===== config.mk =====
export PLATFORM = sky130hd
export DESIGN_NAME = signed_int_to_decimal_ascii_top
export DESIGN_NICKNAME = d
export VERILOG_FILES = /design/src/rtl/sitd_pkg.sv /design/src/rtl/sitd_div10.sv /design/src/rtl/signed_int_to_decimal_ascii_top.sv
export SDC_FILE = /design/constraint.sdc
export NUM_CORES = 1
export LEC_CHECK = 0
export ABC_AREA = 1
export BUFFER_PORTS_ARGS = -buffer_cell sky130_fd_sc_hd__buf_2
export CAP_MARGIN = 30
export CORE_MARGIN = 2
export CORE_UTILIZATION = 50
export CTS_BUF_LIST = sky130_fd_sc_hd__clkbuf_16
export DETAILED_ROUTE_END_ITERATION = 10
export MAX_ROUTING_LAYER = met4
export PLACE_DENSITY = 0.69
export SYNTH_ARGS = -nofsm -noshare
export SYNTH_HDL_FRONTEND = slang
export SYNTH_SLANG_ARGS = --single-unit

===== constraint.sdc =====
create_clock -name i_clk -period 10.42 [get_ports i_clk]
set_input_delay 0 -clock i_clk [delete_from_list [all_inputs] [get_ports i_clk]]
set_output_delay 0 -clock i_clk [all_outputs]
set_load 0.01 [all_outputs]

===== src/rtl/sitd_pkg.sv =====
// Shared constants and types for the signed integer to decimal text block.
// Used by the top level and by the divide-by-ten unit; no dependencies.
package sitd_pkg;

    localparam int DEF_VALUE_WIDTH = 32;
    localparam int DEF_MAX_DIGITS  = 10;
    localparam int LEN_W           = 16;
    localparam int CH_W            = 8;
    localparam int DIG_W           = 4;
    localparam int DIV_STEP        = 8;

    localparam logic [DIG_W:0]  DIV_BASE = 5'd10;
    localparam logic [CH_W-1:0] CH_ZERO  = 8'h30;
    localparam logic [CH_W-1:0] CH_MINUS = 8'h2D;
    localparam logic [CH_W-1:0] CH_NUL   = 8'h00;

    typedef struct packed {
        logic             done;
        logic [DIG_W-1:0] rem;
    } t_div_sts;

endpackage


===== src/rtl/sitd_div10.sv =====
// Iterative divide-by-ten unit: shift-subtract, eight quotient bits per cycle.
// Depends on sitd_pkg.
module sitd_div10 import sitd_pkg::*; #(
    parameter int VALUE_WIDTH = DEF_VALUE_WIDTH
) (
    input  logic                   i_clk,
    input  logic                   i_rst_n,
    input  logic                   i_start,
    input  logic [VALUE_WIDTH-1:0] i_dividend,
    output logic [VALUE_WIDTH-1:0] o_quo,
    output t_div_sts               o_sts
);

    localparam int PAD_W   = ((VALUE_WIDTH + DIV_STEP - 1) / DIV_STEP) * DIV_STEP;
    localparam int NSTEP   = PAD_W / DIV_STEP;
    localparam int STEP_CW = $clog2(NSTEP + 1);

    logic [PAD_W-1:0]   r_quo, n_quo;
    logic [DIG_W-1:0]   r_rem, n_rem;
    logic [STEP_CW-1:0] r_left;
    logic               r_busy;
    logic               r_done;

    always_comb begin
        logic [DIG_W:0] t;
        n_rem = r_rem;
        n_quo = r_quo;
        for (int j = 0; j < DIV_STEP; j++) begin
            t = {n_rem, n_quo[PAD_W-1]};
            if (t >= DIV_BASE) begin
                n_rem = DIG_W'(t - DIV_BASE);
                n_quo = {n_quo[PAD_W-2:0], 1'b1};
            end else begin
                n_rem = t[DIG_W-1:0];
                n_quo = {n_quo[PAD_W-2:0], 1'b0};
            end
        end
    end

    always_ff @(posedge i_clk) begin
        if (!i_rst_n) begin
            r_busy <= 1'b0;
            r_done <= 1'b0;
            r_left <= '0;
        end else begin
            r_done <= 1'b0;
            if (i_start) begin
                r_busy <= 1'b1;
                r_left <= STEP_CW'(NSTEP);
            end else if (r_busy) begin
                r_left <= r_left - 1'b1;
                if (r_left == STEP_CW'(1)) begin
                    r_busy <= 1'b0;
                    r_done <= 1'b1;
                end
            end
        end
    end

    always_ff @(posedge i_clk) begin
        if (i_start) begin
            r_quo <= PAD_W'(i_dividend);
            r_rem <= '0;
        end else if (r_busy) begin
            r_quo <= n_quo;
            r_rem <= n_rem;
        end
    end

    assign o_quo      = r_quo[VALUE_WIDTH-1:0];
    assign o_sts.done = r_done;
    assign o_sts.rem  = r_rem;

endmodule


===== src/rtl/signed_int_to_decimal_ascii_top.sv =====
// Signed integer to decimal ASCII text: sequencer, digit store and output register.
// Depends on sitd_pkg and sitd_div10.
//
// One value is taken at a time; the input stalls until its terminator has
// entered the output register. Each digit runs through the shared divide-by-ten
// unit, which retires eight quotient bits per cycle. Characters then leave one
// per cycle while the output is not stalled: an optional '-', the digits most
// significant first, and a terminator that carries the new remaining length.
module signed_int_to_decimal_ascii_top import sitd_pkg::*; #(
    parameter int VALUE_WIDTH = DEF_VALUE_WIDTH,
    parameter int MAX_DIGITS  = DEF_MAX_DIGITS
) (
    input  logic                          i_clk,
    input  logic                          i_rst_n,
    input  logic                          i_in_valid,
    output logic                          o_in_stall,
    input  logic signed [VALUE_WIDTH-1:0] i_value,
    input  logic signed [LEN_W-1:0]       i_max_len,
    output logic                          o_out_valid,
    input  logic                          i_out_stall,
    output logic [CH_W-1:0]               o_ch,
    output logic                          o_ch_valid,
    output logic                          o_last,
    output logic signed [LEN_W-1:0]       o_remaining
);

    localparam int IDX_W = $clog2(MAX_DIGITS);
    localparam int CNT_W = $clog2(MAX_DIGITS + 1);

    typedef enum logic [3:0] {
        S_IDLE = 4'b0001,
        S_CHK  = 4'b0010,
        S_DIV  = 4'b0100,
        S_EMIT = 4'b1000
    } t_state;

    t_state                   r_state, n_state;
    logic                     r_sign, n_sign;
    logic                     r_term, n_term;
    logic [CNT_W-1:0]         r_cnt, n_cnt;
    logic [CNT_W-1:0]         r_idx, n_idx;
    logic signed [LEN_W-1:0]  r_len, n_len;
    logic [VALUE_WIDTH-1:0]   r_mag, n_mag;
    logic                     r_out_valid, n_out_valid;
    logic [CH_W-1:0]          r_ch, n_ch;
    logic                     r_ch_valid, n_ch_valid;
    logic                     r_last, n_last;
    logic signed [LEN_W-1:0]  r_rem_out, n_rem_out;
    logic [DIG_W-1:0]         r_store [MAX_DIGITS];

    logic                     w_div_start;
    logic [VALUE_WIDTH-1:0]   w_quo;
    t_div_sts                 w_div;
    logic                     w_st_we;
    logic [IDX_W-1:0]         w_st_idx;
    logic [DIG_W-1:0]         w_st_wd;
    logic [CNT_W-1:0]         w_idx_m1;
    logic                     w_dig_pick;
    logic [VALUE_WIDTH-1:0]   w_neg_mag;
    logic                     w_out_free;

    sitd_div10 #(
        .VALUE_WIDTH(VALUE_WIDTH)
    ) u_div (
        .i_clk      (i_clk),
        .i_rst_n    (i_rst_n),
        .i_start    (w_div_start),
        .i_dividend (r_mag),
        .o_quo      (w_quo),
        .o_sts      (w_div)
    );

    assign w_neg_mag  = ~i_value + {{(VALUE_WIDTH-1){1'b0}}, 1'b1};
    assign w_idx_m1   = r_idx - 1'b1;
    assign w_out_free = !r_out_valid || !i_out_stall;

    always_comb begin
        n_state     = r_state;
        n_sign      = r_sign;
        n_term      = r_term;
        n_cnt       = r_cnt;
        n_idx       = r_idx;
        n_len       = r_len;
        n_mag       = r_mag;
        n_out_valid = r_out_valid && i_out_stall;
        n_ch        = r_ch;
        n_ch_valid  = r_ch_valid;
        n_last      = r_last;
        n_rem_out   = r_rem_out;
        w_div_start = 1'b0;
        w_st_we     = 1'b0;
        w_st_idx    = r_cnt[IDX_W-1:0];
        w_st_wd     = '0;
        w_dig_pick  = 1'b0;
        unique case (r_state)
            S_IDLE: begin
                if (i_in_valid) begin
                    n_cnt  = '0;
                    n_idx  = '0;
                    n_sign = 1'b0;
                    n_term = 1'b1;
                    if (i_max_len < 16'sd1) begin
                        n_term  = 1'b0;
                        n_len   = i_max_len;
                        n_state = S_EMIT;
                    end else if (i_value[VALUE_WIDTH-1]) begin
                        n_sign  = 1'b1;
                        n_len   = i_max_len - 16'sd1;
                        n_mag   = w_neg_mag;
                        n_state = S_CHK;
                    end else if (i_value == '0 && i_max_len > 16'sd1) begin
                        w_st_we  = 1'b1;
                        w_st_idx = '0;
                        n_cnt    = CNT_W'(1);
                        n_idx    = CNT_W'(1);
                        n_len    = i_max_len - 16'sd2;
                        n_state  = S_EMIT;
                    end else begin
                        n_len   = i_max_len;
                        n_mag   = i_value;
                        n_state = S_CHK;
                    end
                end
            end
            S_CHK: begin
                if (r_len > 16'sd1 && r_mag != '0 && r_cnt < CNT_W'(MAX_DIGITS)) begin
                    w_div_start = 1'b1;
                    n_state     = S_DIV;
                end else begin
                    n_idx   = r_cnt;
                    n_state = S_EMIT;
                end
            end
            S_DIV: begin
                if (w_div.done) begin
                    w_st_we = 1'b1;
                    w_st_wd = w_div.rem;
                    n_mag   = w_quo;
                    n_cnt   = r_cnt + 1'b1;
                    n_len   = r_len - 16'sd1;
                    n_state = S_CHK;
                end
            end
            S_EMIT: begin
                if (w_out_free) begin
                    n_out_valid = 1'b1;
                    n_ch_valid  = 1'b1;
                    n_last      = 1'b0;
                    n_rem_out   = '0;
                    if (r_sign) begin
                        n_ch   = CH_MINUS;
                        n_sign = 1'b0;
                    end else if (r_idx != '0) begin
                        w_dig_pick = 1'b1;
                        n_idx      = w_idx_m1;
                    end else begin
                        n_ch       = CH_NUL;
                        n_ch_valid = r_term;
                        n_last     = 1'b1;
                        n_rem_out  = r_len;
                        n_state    = S_IDLE;
                    end
                end
            end
            default: begin
                n_state = S_IDLE;
            end
        endcase
    end

    always_ff @(posedge i_clk) begin
        if (!i_rst_n) begin
            r_state     <= S_IDLE;
            r_out_valid <= 1'b0;
            r_cnt       <= '0;
            r_mag       <= '0;
        end else begin
            r_state     <= n_state;
            r_out_valid <= n_out_valid;
            r_cnt       <= n_cnt;
            r_mag       <= n_mag;
        end
    end

    always_ff @(posedge i_clk) begin
        r_sign     <= n_sign;
        r_term     <= n_term;
        r_idx      <= n_idx;
        r_len      <= n_len;
        r_ch_valid <= n_ch_valid;
        r_last     <= n_last;
        r_rem_out  <= n_rem_out;
        if (w_dig_pick) begin
            r_ch <= CH_ZERO | CH_W'(r_store[w_idx_m1[IDX_W-1:0]]);
        end else begin
            r_ch <= n_ch;
        end
        if (w_st_we) begin
            r_store[w_st_idx] <= w_st_wd;
        end
    end

    assign o_in_stall  = (r_state != S_IDLE);
    assign o_out_valid = r_out_valid;
    assign o_ch        = r_ch;
    assign o_ch_valid  = r_ch_valid;
    assign o_last      = r_last;
    assign o_remaining = r_rem_out;

endmodule


# Yosys cells after proc, flatten, opt, wreduce, memory -nomap -nowiden
# Memory sizes are Yosys's and may differ from the RTL's.
# Index checks and enable logic that the tools add are counted.
# classes
n_addsub,15
eq_ne,17
mux,92
reduce_logical,28
magnitude_cmp,12
bitwise,3
# op_table
cell,n
$mux 32,7
$mux 4,33
$mux 16,5
$pmux 32 s2,1
$ge 5x4->1 const B,8
$mux 1,36
$add 32x1->32 const B,1
$gt 16x2->1 const B,2
$logic_not 32->1,1
$not 32->32,1
$pmux 16 s2,1
$reduce_bool 32->1,1
$sub 16x2->16 const B,2
$sub 4x4->4 const B,8
$lt 16x2->1 const B,1
$mux 8,2
$ne 2x2->1 const B,8
$pmux 4 s4,1
$sub 16x3->16 const B,1
$pmux 4 s3,1
$reduce_and 3->1,4
$reduce_and 5->1,2
$reduce_bool 2->1,5
$pmux 4 s2,1
24 further kinds,34
# word_totals
mem_count,1
out_inout_bits,28
inputBits,52
mem_bits_rw,40
register_bits,130
# memory_table
name,depth,width,rd,rd_clocked_by_memory_dff,wr,line,rtl
r_store,10,4,1,0,1,signed_int_to_decimal_ascii_top.sv:49,logic [DIG_W-1:0] r_store [MAX_DIGITS];

# Depth between registers and ports, before layout
# Gate-level depths: netlist of run 1.
# depth
ltp_word,18
ltp_mapped,64

# Cells and area by module
# Synthesis of run 1 repeated with hierarchy kept, for this count alone.
# unflattened
hier_cells,1360
area_unflattened_um2,10262.3
# modules_own_cells
mod,cells_each,seq_area_each_um2,n_inst,area_per_inst_um2
signed_int_to_decimal_ascii_top,1025,3383.2,1,7553.5
sitd_div10,335,1141.1,1,2708.8

# Worst setup path before layout of run 1
# No wires, ideal clock.
# synth_path
path_kind,flip-flop to flip-flop
from,reg u_div.r_rem[0]
to,reg u_div.r_rem[1]
period_less_slack_ps,5538
required_ps,10307
path_stages_with_launch,62
setup_time_ps,113
slack_ps,4882
arrival_ps,5425
path_cell_list,dfxtp_1 > inv_2 > ha_1 > nor2_2 > nor2_4 > nand2_2 > nand2_1 > nand2_2 > ha_1 > inv_1 > nand3_1 > nand2_2 > clkinv_4 > nand2_4 > nand2_2 > nand2_4 > ha_1 > inv_1 > (+26 left out) > nand2_4 > nand2_4 > ha_1 > inv_1 > nand3_2 > nand2_2 > clkinv_4 > nand3_1 > nand2_2 > ha_1 > inv_1 > nand3_2 > nand2_2 > clkinv_2 > nand2_2 > nand2_1 > nand3_1 > nand2_1
# synth_via
elab_chain_cells,16
# synth_rtl
element,line,rtl
"start, declared",sitd_div10.sv:19,"logic [DIG_W-1:0] r_rem, n_rem;"
"start signal, assigned",sitd_div10.sv:66,r_rem <= n_rem;
$sub 4x4->4 or $ge 5x4->1 (tied branches),"sitd_div10.sv:31, sitd_div10.sv:30",
$mux 4 (*),sitd_div10.sv:30,if (t >= DIV_BASE) begin
$sub 4x4->4 or $ge 5x4->1 (tied branches),"sitd_div10.sv:31, sitd_div10.sv:30",
$mux 4 (*),sitd_div10.sv:30,
$sub 4x4->4 or $ge 5x4->1 (tied branches),"sitd_div10.sv:31, sitd_div10.sv:30",
$mux 4 (*),sitd_div10.sv:30,
$ge 5x4->1 or $sub 4x4->4 (tied branches),"sitd_div10.sv:30, sitd_div10.sv:31",
$mux 4 (*),sitd_div10.sv:30,
$sub 4x4->4 or $ge 5x4->1 (tied branches),"sitd_div10.sv:31, sitd_div10.sv:30",
$mux 4 (*),sitd_div10.sv:30,
$sub 4x4->4 or $ge 5x4->1 (tied branches),"sitd_div10.sv:31, sitd_div10.sv:30",
$mux 4 (*),sitd_div10.sv:30,
$ge 5x4->1 or $sub 4x4->4 (tied branches),"sitd_div10.sv:30, sitd_div10.sv:31",
$mux 4 (*),sitd_div10.sv:30,
$sub 4x4->4 or $ge 5x4->1 (tied branches),"sitd_div10.sv:31, sitd_div10.sv:30",
$mux 4 (*),sitd_div10.sv:30,
# Every way passes the cells marked *; elsewhere a longest branch is shown, timed or not.
# A chain may end at the register's enable or synchronous reset.

# Worst setup path after layout of run 1
# layout_path
from,reg u_div.r_rem[1]
to,reg u_div.r_rem[1]
# layout_via
elab_chain_cells,16
# layout_rtl
element,line
$sub 4x4->4 or $ge 5x4->1 (tied branches),"sitd_div10.sv:31, sitd_div10.sv:30"
$mux 4 (*),sitd_div10.sv:30
$sub 4x4->4 or $ge 5x4->1 (tied branches),"sitd_div10.sv:31, sitd_div10.sv:30"
$mux 4 (*),sitd_div10.sv:30
$ge 5x4->1 or $sub 4x4->4 (tied branches),"sitd_div10.sv:30, sitd_div10.sv:31"
$mux 4 (*),sitd_div10.sv:30
$sub 4x4->4 or $ge 5x4->1 (tied branches),"sitd_div10.sv:31, sitd_div10.sv:30"
$mux 4 (*),sitd_div10.sv:30
$sub 4x4->4 or $ge 5x4->1 (tied branches),"sitd_div10.sv:31, sitd_div10.sv:30"
$mux 4 (*),sitd_div10.sv:30
$sub 4x4->4 or $ge 5x4->1 (tied branches),"sitd_div10.sv:31, sitd_div10.sv:30"
$mux 4 (*),sitd_div10.sv:30
$ge 5x4->1 or $sub 4x4->4 (tied branches),"sitd_div10.sv:30, sitd_div10.sv:31"
$mux 4 (*),sitd_div10.sv:30
$sub 4x4->4 or $ge 5x4->1 (tied branches),"sitd_div10.sv:31, sitd_div10.sv:30"
$mux 4 (*),sitd_div10.sv:30
# Marks and branches as above.

==> reports/qor.yml, run 1 <==
pwr-share-seq_pct: 26.1
grt_pass1_wl_um: 38200
syn_avg_cell_area_sq_um: 8.17
seq_area_sq_mm: 0.00452
ys_warn_count: 0
port_buffers: 77
synth_edf_count: 116
dr.pass1.iters: 5
multi_input_area_sq_mm: 0.00442
crit_fanout: 5
power_density_mw_per_mm2: 352
finalHoldViolCount: 0
vias_per_cell: 5.35
combPwrFrac_pct: 57.8
maxSlewViolCount: 0
startpoint: "u_div.r_rem[1]$_SDFFE_PP0P_"
rsz0062_at_grt: "no"
top_layer: "met4"
grt_max_degree: 59
grt-ovfl-total: 0
dieArea_sq_mm: 0.0206
route.met2.wl_um: 11600
dieWidth_um: 144
post-dp-hpwl_um: 16500
drive_above_1_share_pct: 15.5
tightestPinTransition_ns: 0.985
slew_headroom_pct: 34.3
setup_tns_ns: 0
wl_um: 23400
synth_ff_type: "edfxtp_1"
setup_viol: 0
fillers: 1728
ios: 80
synthArstFlopShare_pct: 0
detail_route.wl_per_cell_um: 15.0
max_stage_delay_ns: 0.39
criticalPathCategory: "reg2reg"
first_global_vias: 7700
cts_buffers: 17
period_minus_slack_ns: 6.09
area_growth_pct: 14.6
cts_root_buffer: "clkbuf_16"
initial_utilization_pct: 50.5
cts_tree: "built"
irDropWorstVdd_mv: 0.340
grt_usage_pct: 24.1
r2r_start: "u_div.r_rem[1]$_SDFFE_PP0P_"
critical_path_arrival_ns: 6.42
worstSetupStartpointType: "flip-flop"
finalCritPeriodShare_pct: 58.5
max_freq_mhz: 164
num_vias: 8313
ys_seq_area_share_pct: 46.5
synthCells: 1192
ys_types: 48
drtIter0Drc: 615
synth.cell_area_sq_mm: 0.00973
p_sw_uw: 1890
clk_pin_slew_ns: 0.07
crit_path_top_delay_cell: "dfxtp_1"
clock_skew_ns: 0.0165
critical_path_required_ns: 10.75
nets: 1347
intPower_uw: 2030
holdCritStartpoint: "i_max_len[5]"
coreArea_sq_mm: 0.0193
power_uw: 3930
maxCapViolCount: 0
synth-seq-cells: 168
cts_resized: 0
holdCritPathClass: "in2reg"
final_cell_mix: "195 x nand2_1, 157 x nor2_1, 152 x inv_1"
p_clk_share_pct: 16.1
ant_nets: 0
htree_levels: 4
route.met3.wl_um: 937
clk_path_buf_depth: 2
insertion_delay_ns: 0.44
drt-met1-wl_um: 10500
status: "completed"
crit_path_end_kind: "flip-flop"
power_leakage_uw: 0.00466
drc: 0
p_sw_share_pct: 48.2
final_common_cell: "nand2_1"
rows: 51
die_h_um: 144
gp_congestion: 0.887
diodes: 0
antenna_found_initial: 0
cts.sinks: 168
==> power groups by stage <==
stage               registers [uW]  logic, uW  clock network (uW)
floorplan                     1010       1820                   0
global placement              1030       2180                   0
detailed placement            1040       2250                   0
CTS                           1020       2280                 641
global route                  1040       2530                 664
finish                        1030       2270                 631
==> worst paths after layout <==
check,endpoint,slack (ns),depth (start not counted)
worst max-delay path,u_div.r_rem[1]$_SDFFE_PP0P_,4.33,63
worst min-delay path,r_len[5]$_DFFE_PP_,0.009,4
worst max register to register,u_div.r_rem[1]$_SDFFE_PP0P_,4.33,63
worst min register to register,o_ch[4]$_SDFFE_PP1P_,0.45,2
==> cells by family after synthesis <==
group	synth area share, %
adder cells (fa/ha/maj)	2.44
AND/OR/NAND/NOR	25.9
buffers and inverters	8.27
AO/OA/AOI/OAI	13.5
flip-flops	46.5
multiplexers	0.566
other	0.0385
XOR/XNOR	2.79
==> registers in the layout (all words and copies together), names as in the netlist <==
signal and flops:
r_state 4, r_store 40, r_mag 32, u_div.r_rem 4
o_ch 6, o_last 1, r_idx 4, u_div.r_left 3
r_len 16, u_div.o_quo 32, r_term 1, o_remaining 16
r_cnt 4, r_sign 1, o_out_valid 1, u_div.r_done 1
o_ch_valid 1, u_div.r_busy 1
==> layout make-up <==
| cell class | count | area share (%) |
|---|---|---|
| repair buffers | 105 | 5.89 |
| clock buffers | 18 | 4.04 |
| flip-flops and latches | 168 | 40.6 |
| clock inverters | 14 | 1.19 |
| well taps | 265 | 2.97 |
| multi-input cells | 821 | 39.6 |
| inverters | 163 | 5.76 |
==> routing by layer <==
layer / track usage, % / vias to the layer above
met1: 30.8 / 3891
met5: - / -
met4: 6.76 / 0
met3: 3.37 / 25
li1: - / 4186
met2: 40.4 / 211
==> synthesized netlist by cell type (3+ instances only) <==
cell type | count | area share [%]
a211oi_1 | 6 | 0.46
a21oi_1 | 72 | 3.7
a31oi_1 | 11 | 0.71
buf_1 | 4 | 0.15
clkbuf_1 | 35 | 1.3
clkinv_4 | 6 | 0.54
dfxtp_1 | 52 | 11
edfxtp_1 | 116 | 36
ha_1 | 19 | 2.4
inv_1 | 151 | 5.8
inv_2 | 3 | 0.12
mux2_2 | 4 | 0.46
nand2_1 | 196 | 7.6
nand2_2 | 27 | 1.7
nand2_4 | 14 | 1.6
nand3_1 | 55 | 2.8
nand3_2 | 9 | 0.93
nand3_4 | 7 | 1.3
nand3b_1 | 6 | 0.46
nand4_1 | 7 | 0.45
nor2_1 | 158 | 6.1
nor3_1 | 26 | 1.3
nor4_1 | 14 | 0.90
o211ai_1 | 12 | 0.93
o21ai_0 | 105 | 5.4
o221ai_1 | 4 | 0.36
o22ai_1 | 5 | 0.32
o32ai_1 | 7 | 0.63
or2_2 | 5 | 0.32
xnor2_1 | 9 | 0.81
xor2_1 | 22 | 2.0
==> critical path: cells and delay by family, from the launching register on <==
| family | cells | cell delay, ns |
|---|---|---|
| simple gates | 40 | 3.04 |
| buf+inv | 15 | 1.07 |
| flops | 1 | 0.39 |
| fa+ha+maj | 8 | 1.52 |
==> stage by stage <==
stage | hold slack (ns) | util, % | instances | instance area (sq um) | setup WS (ns)
3_5_place_dp | 0.315 | 53.9 | 1504 | 10400 | 4.38
4_1_cts | 0.000628 | 57.9 | 1554 | 11200 | 4.30
2_1_floorplan | 0.161 | - | 1193 | 9740 | 4.88
3_3_place_gp | 0.308 | 53.8 | 1502 | 10400 | 4.62
6_report | 0.00939 | 57.9 | 1554 | 11200 | 4.33
5_1_grt | 0.0210 | 57.9 | 1554 | 11200 | 3.68
==> repair_timing <==
action	CTS	global route
hold buffers	18	0
buffers inserted	0	0
hold endpoints to repair	19	0
Note: power is estimated with default switching activity, not from simulation.
==> run 2, diff against run 1 <==
--- a/config.mk
+++ b/config.mk
@@ -13,7 +13,7 @@
 export CTS_BUF_LIST = sky130_fd_sc_hd__clkbuf_16
 export DETAILED_ROUTE_END_ITERATION = 10
 export MAX_ROUTING_LAYER = met4
-export PLACE_DENSITY = 0.69
+export PLACE_DENSITY = 0.71
 export SYNTH_ARGS = -nofsm -noshare
 export SYNTH_HDL_FRONTEND = slang
 export SYNTH_SLANG_ARGS = --single-unit
==> constraint.sdc (replaced) <==
create_clock -name i_clk -period 5.5 [get_ports i_clk]
set_input_delay 0 -clock i_clk [delete_from_list [all_inputs] [get_ports i_clk]]
set_output_delay 0 -clock i_clk [all_outputs]
set_load 0.01 [all_outputs]
==> run 2 against run 1 <==
Against the previous run: clock skew decreased by 0.0052 ns; worst hold slack gained 0.0076 ns; die area unchanged; first-iteration DRC count rose by 8.5%; design area is 4.6% higher; wire length is 3.3% higher; clock-buffer cell count decreased by 1; core utilization rose by 2.7 points; via count up 2.7%; non-clock buffer count grew 40; critical endpoint unchanged.
==> reports/qor.yml, run 2 (same netlist as run 1, synthesis figures left out) <==
status: "completed"
critical_path_arrival_ns: 5.71  # -0.71 ns
max_stage_delay_ns: 0.32  # -0.07 ns
final_cells: 1595  # +2.6%
wl_um: 24100  # +3.3%
crit_top_cell: "nand2_4"
detail_route.wl_per_cell_um: 15.1  # +0.61%
rsz0062_at_grt: "yes"
cts_root_buffer: "clkbuf_16"
clock_skew_ns: 0.0113  # -0.00517 ns
ios: 80  # unchanged
drive_above_1_share_pct: 20.3  # +4.8 points
crit_fanout: 4  # -1
post-dp-hpwl_um: 16700  # +1.3%
vias_per_cell: 5.35  # +0.10%
final_common_cell: "nand2_1"
utilization_pct: 60.6  # +2.7 points
tightestPinTransition_ns: 0.968  # -0.0174 ns
grt_pass1_wl_um: 39000  # +2.2%
grt_max_degree: 66  # +12%
met3_usage_pct: 3.73  # +0.37 points
busiest_layer: "met2"
antenna_found_initial: 1  # +1
setup_tns_ns: 0  # unchanged
place_ws_ns: -0.292  # -4.67 ns
final_cell_mix: "194 x nand2_1, 157 x nor2_1, 143 x inv_1"
clk_pin_slew_ns: 0.07  # about the same
insertion_delay_ns: 0.44  # about the same
maxSlewViolCount: 0  # unchanged
crit_path_top_delay_cell: "dfxtp_2"
rows: 51  # unchanged
layout_setup_ws_ns: 0.123  # -4.21 ns
clk_path_buf_depth: 2  # unchanged
htree_levels: 4  # unchanged
finalCritPeriodShare_pct: 97.8  # +39 points
num_vias: 8541  # +2.7%
largest_register_ffs: 40  # unchanged
crit_path_end_kind: "flip-flop"
gp_congestion: 0.898  # +1.3%
drc: 0  # unchanged
cts_tree: "built"
maxCapViolCount: 0  # unchanged
grt-ovfl-total: 0  # unchanged
initial_utilization_pct: 50.5  # unchanged
setup_viol: 0  # unchanged
dp.cells: 1516  # +0.80%
critical_path_required_ns: 5.83  # -4.92 ns
nets: 1387  # +3.0%
die_h_um: 144  # unchanged
cts.sinks: 168  # unchanged
criticalPathCategory: "reg2reg"
coreArea_sq_mm: 0.0193  # unchanged
first_global_vias: 7882  # +2.4%
slew_headroom_pct: 35.4  # +1.2 points
use_met2_pct: 40.8  # +0.35 points
top_register: "r_store"
dr.pass1.iters: 5  # unchanged
finalHoldViolCount: 0  # unchanged
drtIter0Drc: 667  # +8.5%
holdCritPathClass: "in2reg"
period_minus_slack_ns: 5.38  # -0.714 ns
max_freq_mhz: 186  # +13%
ant_nets: 0  # unchanged
grt_usage_pct: 24.6  # +0.49 points
gr-usage-met1_pct: 31.3  # +0.51 points
cts_buffers: 17  # unchanged
area_growth_pct: 20.0
port_buffers: 77  # unchanged
dieWidth_um: 144  # unchanged
worstSetupStartpointType: "flip-flop"
dieArea_sq_mm: 0.0206  # unchanged
run 2: changes by cell type in the layout (fill, tap and decap cells not counted), moves of 3 or more:
cell,change
inv_2,+8
inv_6,+3
nand3_1,-5
nand2_4,+5
nand3_4,+5
nand2_2,-6
ha_1,-8
ha_4,+8
dlygate4sd3_1,-4
clkinv_2,-3
inv_1,-9
buf_4,+44
clkinv_4,+3
run 2: worst paths after layout:
check | startpoint | endpoint | slack [ns] | depth (start not counted)
worst min register to register | o_ch[4]$_SDFFE_PP1P_ | o_ch[4]$_SDFFE_PP1P_ | 0.45 | 2
worst min-delay path | i_value[27] | r_mag[27]$_SDFFE_PN0P_ | 0.02 | 4
worst max-delay path | u_div.r_rem[0]$_SDFFE_PP0P_ | u_div.r_rem[1]$_SDFFE_PP0P_ | 0.12 | 64
worst max register to register | u_div.r_rem[0]$_SDFFE_PP0P_ | u_div.r_rem[1]$_SDFFE_PP0P_ | 0.12 | 64
run 2: through the flow:
stage	instance area (sq um)	hold WS, ns
2_1_floorplan	9740	0.161
3_3_place_gp	10500	0.293
3_5_place_dp	10500	0.288
4_1_cts	11400	0.00255
5_1_grt	11700	0.0407
6_report	11700	0.0169
run 2: what timing repair did:
item                                   in CTS  in global routing
setup endpoints to repair                   4                  4
gates resized for setup                    21                 27
endpoints found under the hold margin      15                  0
pin swaps                                   7                 28
setup buffers                              12                 20
hold buffers                               14                  0
run 2: layout make-up:
type                            count  area, sq um
Tap cell                          265          332
Inverter                          163          647
Clock buffer                       17          425
Antenna cell                        1         2.50
Timing Repair Buffer              145          942
Fill cell                        1680         7600
Multi-Input combinational cell    821         4640
Clock inverter                     15          159
Sequential cell                   168         4530
run 2: worst max-delay path: cells and delay by family (launching register included):
| kind | cells | cell delay (ns) |
|---|---|---|
| and+or+nand+nor | 41 | 2.81 |
| DFF | 1 | 0.32 |
| buffers and inverters | 15 | 0.97 |
| adders and majority gates | 8 | 1.16 |
run 2: layer usage:
layer / up-vias / wire [um]
li1: 4264 / -
met1: 3978 / 10400
met2: 262 / 12000
met3: 37 / 1220
met4: 0 / 522
met5: - / 0
Power of run 2 is left out: the tool's default activity adds up to more than one toggle a clock period on the data nets, which glitch-free logic cannot reach.
==> run 3, diff against run 2 <==
--- a/config.mk
+++ b/config.mk
@@ -13,7 +13,7 @@
 export CTS_BUF_LIST = sky130_fd_sc_hd__clkbuf_16
 export DETAILED_ROUTE_END_ITERATION = 10
 export MAX_ROUTING_LAYER = met4
-export PLACE_DENSITY = 0.71
+export PLACE_DENSITY = 0.69
 export SYNTH_ARGS = -nofsm -noshare
 export SYNTH_HDL_FRONTEND = slang
 export SYNTH_SLANG_ARGS = --single-unit
==> constraint.sdc (replaced) <==
create_clock -name i_clk -period 6.9 [get_ports i_clk]
set_input_delay 0 -clock i_clk [delete_from_list [all_inputs] [get_ports i_clk]]
set_output_delay 0 -clock i_clk [all_outputs]
set_load 0.01 [all_outputs]
==> run 3 against run 2 <==
Against the previous run: flip-flop and latch count stayed put; critical endpoint unchanged; sequential share of layout area is 2.0 points higher; fmax is 13% lower.
==> reports/qor.yml, run 3 (same netlist as run 1, synthesis figures left out) <==
r2r_cells: 61  # -4.7%
crit_top_cell: "nand2_2"
rr_endpoint: "u_div.r_rem[1]$_SDFFE_PP0P_"
holdCritStartpoint: "i_value[29]"
status: "completed"
crit_fanout: 5  # +1
largest_register_ffs: 40  # unchanged
worstSetupStartpointType: "flip-flop"
grt_max_degree: 55  # -17%
gp_congestion: 0.909  # +1.2%
insertion_delay_ns: 0.43  # about the same
final_cell_mix: "195 x nand2_1, 157 x nor2_1, 152 x inv_1"
hold_end: "r_mag[29]$_SDFFE_PN0P_"
irDropWorstVdd_mv: 0.452
num_vias: 8194  # -4.1%
cts_tree: "built"
ios: 80  # unchanged
period_minus_slack_ns: 6.16  # +0.783 ns
criticalPathCategory: "reg2reg"
final_common_cell: "nand2_1"
place_ws_ns: 0.784  # +1.08 ns
crit_path_end_kind: "flip-flop"
maxSlewViolCount: 0  # unchanged
crit_path_top_delay_cell: "dfxtp_1"
finalCritPeriodShare_pct: 89.3  # -8.5 points
max_stage_delay_ns: 0.39  # +0.07 ns
drc: 0  # unchanged
cts_resized: 0  # -100%
port_buffers: 77  # unchanged
maxCapViolCount: 0  # unchanged
dr.pass1.iters: 5  # unchanged
power_leakage_uw: 0.00462
clock_skew_ns: 0.00773  # -0.00361 ns
rsz0062_at_grt: "no"
first_global_vias: 7615  # -3.4%
layout_setup_ws_ns: 0.740  # +0.617 ns
coreArea_sq_mm: 0.0193  # unchanged
max_freq_mhz: 162  # -13%
cts.sinks: 168  # unchanged
hold-path-cell-count: 4  # unchanged
post-dp-hpwl_um: 16500  # -1.3%
slew_headroom_pct: 35.2  # -0.25 points
area_growth_pct: 13.9
ant_nets: 0  # unchanged
rrSetupSlack_ns: 0.74  # +0.62 ns
tightestPinTransition_ns: 0.971  # +0.00377 ns
initial_utilization_pct: 50.5  # unchanged
critical_path_required_ns: 7.22  # +1.39 ns
grt-ovfl-total: 0  # unchanged
critical_path_arrival_ns: 6.48  # +0.77 ns
setup_viol: 0  # unchanged
clk_path_buf_depth: 2  # unchanged
clk_pin_slew_ns: 0.06  # about the same
grt_usage_pct: 23.9  # -0.72 points
whs_ns: 0.0107  # -0.00622 ns
htree_levels: 4  # unchanged
die_h_um: 144  # unchanged
nets: 1345  # -3.0%
top_register: "r_store"
detail_route.wl_per_cell_um: 14.9  # -1.7%
antenna_found_initial: 0  # -1
finalHoldViolCount: 0  # unchanged
dieWidth_um: 144  # unchanged
holdCritPathClass: "in2reg"
rows: 51  # unchanged
cts_buffers: 17  # unchanged
drive_above_1_share_pct: 15.4  # -4.9 points
r2r_start: "u_div.r_rem[1]$_SDFFE_PP0P_"
vias_per_cell: 5.28  # -1.4%
power_density_mw_per_mm2: 527
grt_pass1_wl_um: 37500  # -3.8%
dieArea_sq_mm: 0.0206  # unchanged
setup_tns_ns: 0  # unchanged
diodes: 0  # -1
wl_um: 23100  # -4.4%
cts_root_buffer: "clkbuf_16"
drtIter0Drc: 684  # +2.5%
==> run 3: per-stage QoR <==
| stage | power, uW | cells | area [sq um] | utilization (%) |
|---|---|---|---|---|
| 3_5_place_dp | 4940 | 1504 | 10400 | 53.8 |
| 4_1_cts | 5870 | 1552 | 11100 | 57.5 |
| 6_report | 5840 | 1552 | 11100 | 57.5 |
| 2_1_floorplan | 4270 | 1193 | 9740 | - |
| 3_3_place_gp | 4870 | 1503 | 10400 | 53.8 |
| 5_1_grt | 6320 | 1552 | 11100 | 57.5 |
==> run 3: worst max-delay path by stage <==
| stage | endpoint | depth (start not counted) | startpoint | slack [ns] |
|---|---|---|---|---|
| 2_1_floorplan | u_div.r_rem[1]$_SDFFE_PP0P_ | 61 | u_div.r_rem[0]$_SDFFE_PP0P_ | 1.36 |
| 3_3_place_gp | u_div.r_rem[1]$_SDFFE_PP0P_ | 61 | u_div.r_rem[0]$_SDFFE_PP0P_ | 1.09 |
| 3_5_place_dp | u_div.r_rem[1]$_SDFFE_PP0P_ | 61 | u_div.r_rem[1]$_SDFFE_PP0P_ | 0.78 |
| 4_1_cts | u_div.r_rem[1]$_SDFFE_PP0P_ | 61 | u_div.r_rem[1]$_SDFFE_PP0P_ | 0.74 |
| 5_1_grt | u_div.r_rem[1]$_SDFFE_PP0P_ | 61 | u_div.r_rem[1]$_SDFFE_PP0P_ | 0.12 |
| 6_report | u_div.r_rem[1]$_SDFFE_PP0P_ | 61 | u_div.r_rem[1]$_SDFFE_PP0P_ | 0.74 |
==> run 3: repair_timing <==
action                    4_1_cts  5_1_grt
buffers inserted                0        0
hold buffers                   16        0
hold endpoints to repair       17        0
==> run 3: final cells by class <==
class                   count  area (sq um)
clock buffers              17           425
fillers                  1783          8190
repair buffers            103           617
clock inverters            15           126
inverters                 163           643
flip-flops and latches    168          4520
well taps                 265           332
multi-input cells         821          4420
==> run 3: per-layer routing <==
metal / vias to the layer above / wire length [um] / track usage (%)
met5: - / 0 / -
met4: 0 / 306 / 6.24
met3: 24 / 1120 / 3.73
met2: 209 / 11400 / 40.3
met1: 3791 / 10200 / 30.2
li1: 4170 / - / -
==> run 3: critical path, delay by kind of cell (launching register included) <==
kind,cells,cell delay [ns]
buffers and inverters,15,1.07
flip-flops,1,0.39
adder cells (fa/ha/maj),8,1.56
AND/OR/NAND/NOR,38,3.03
==> run 3: power breakdown <==
part	switching (uW)	leakage [uW]	internal, uW
Clock	410	0.000273	498
Sequential	160	0.00147	1390
Combinational	2250	0.00288	1130
Total	2820	0.00462	3020
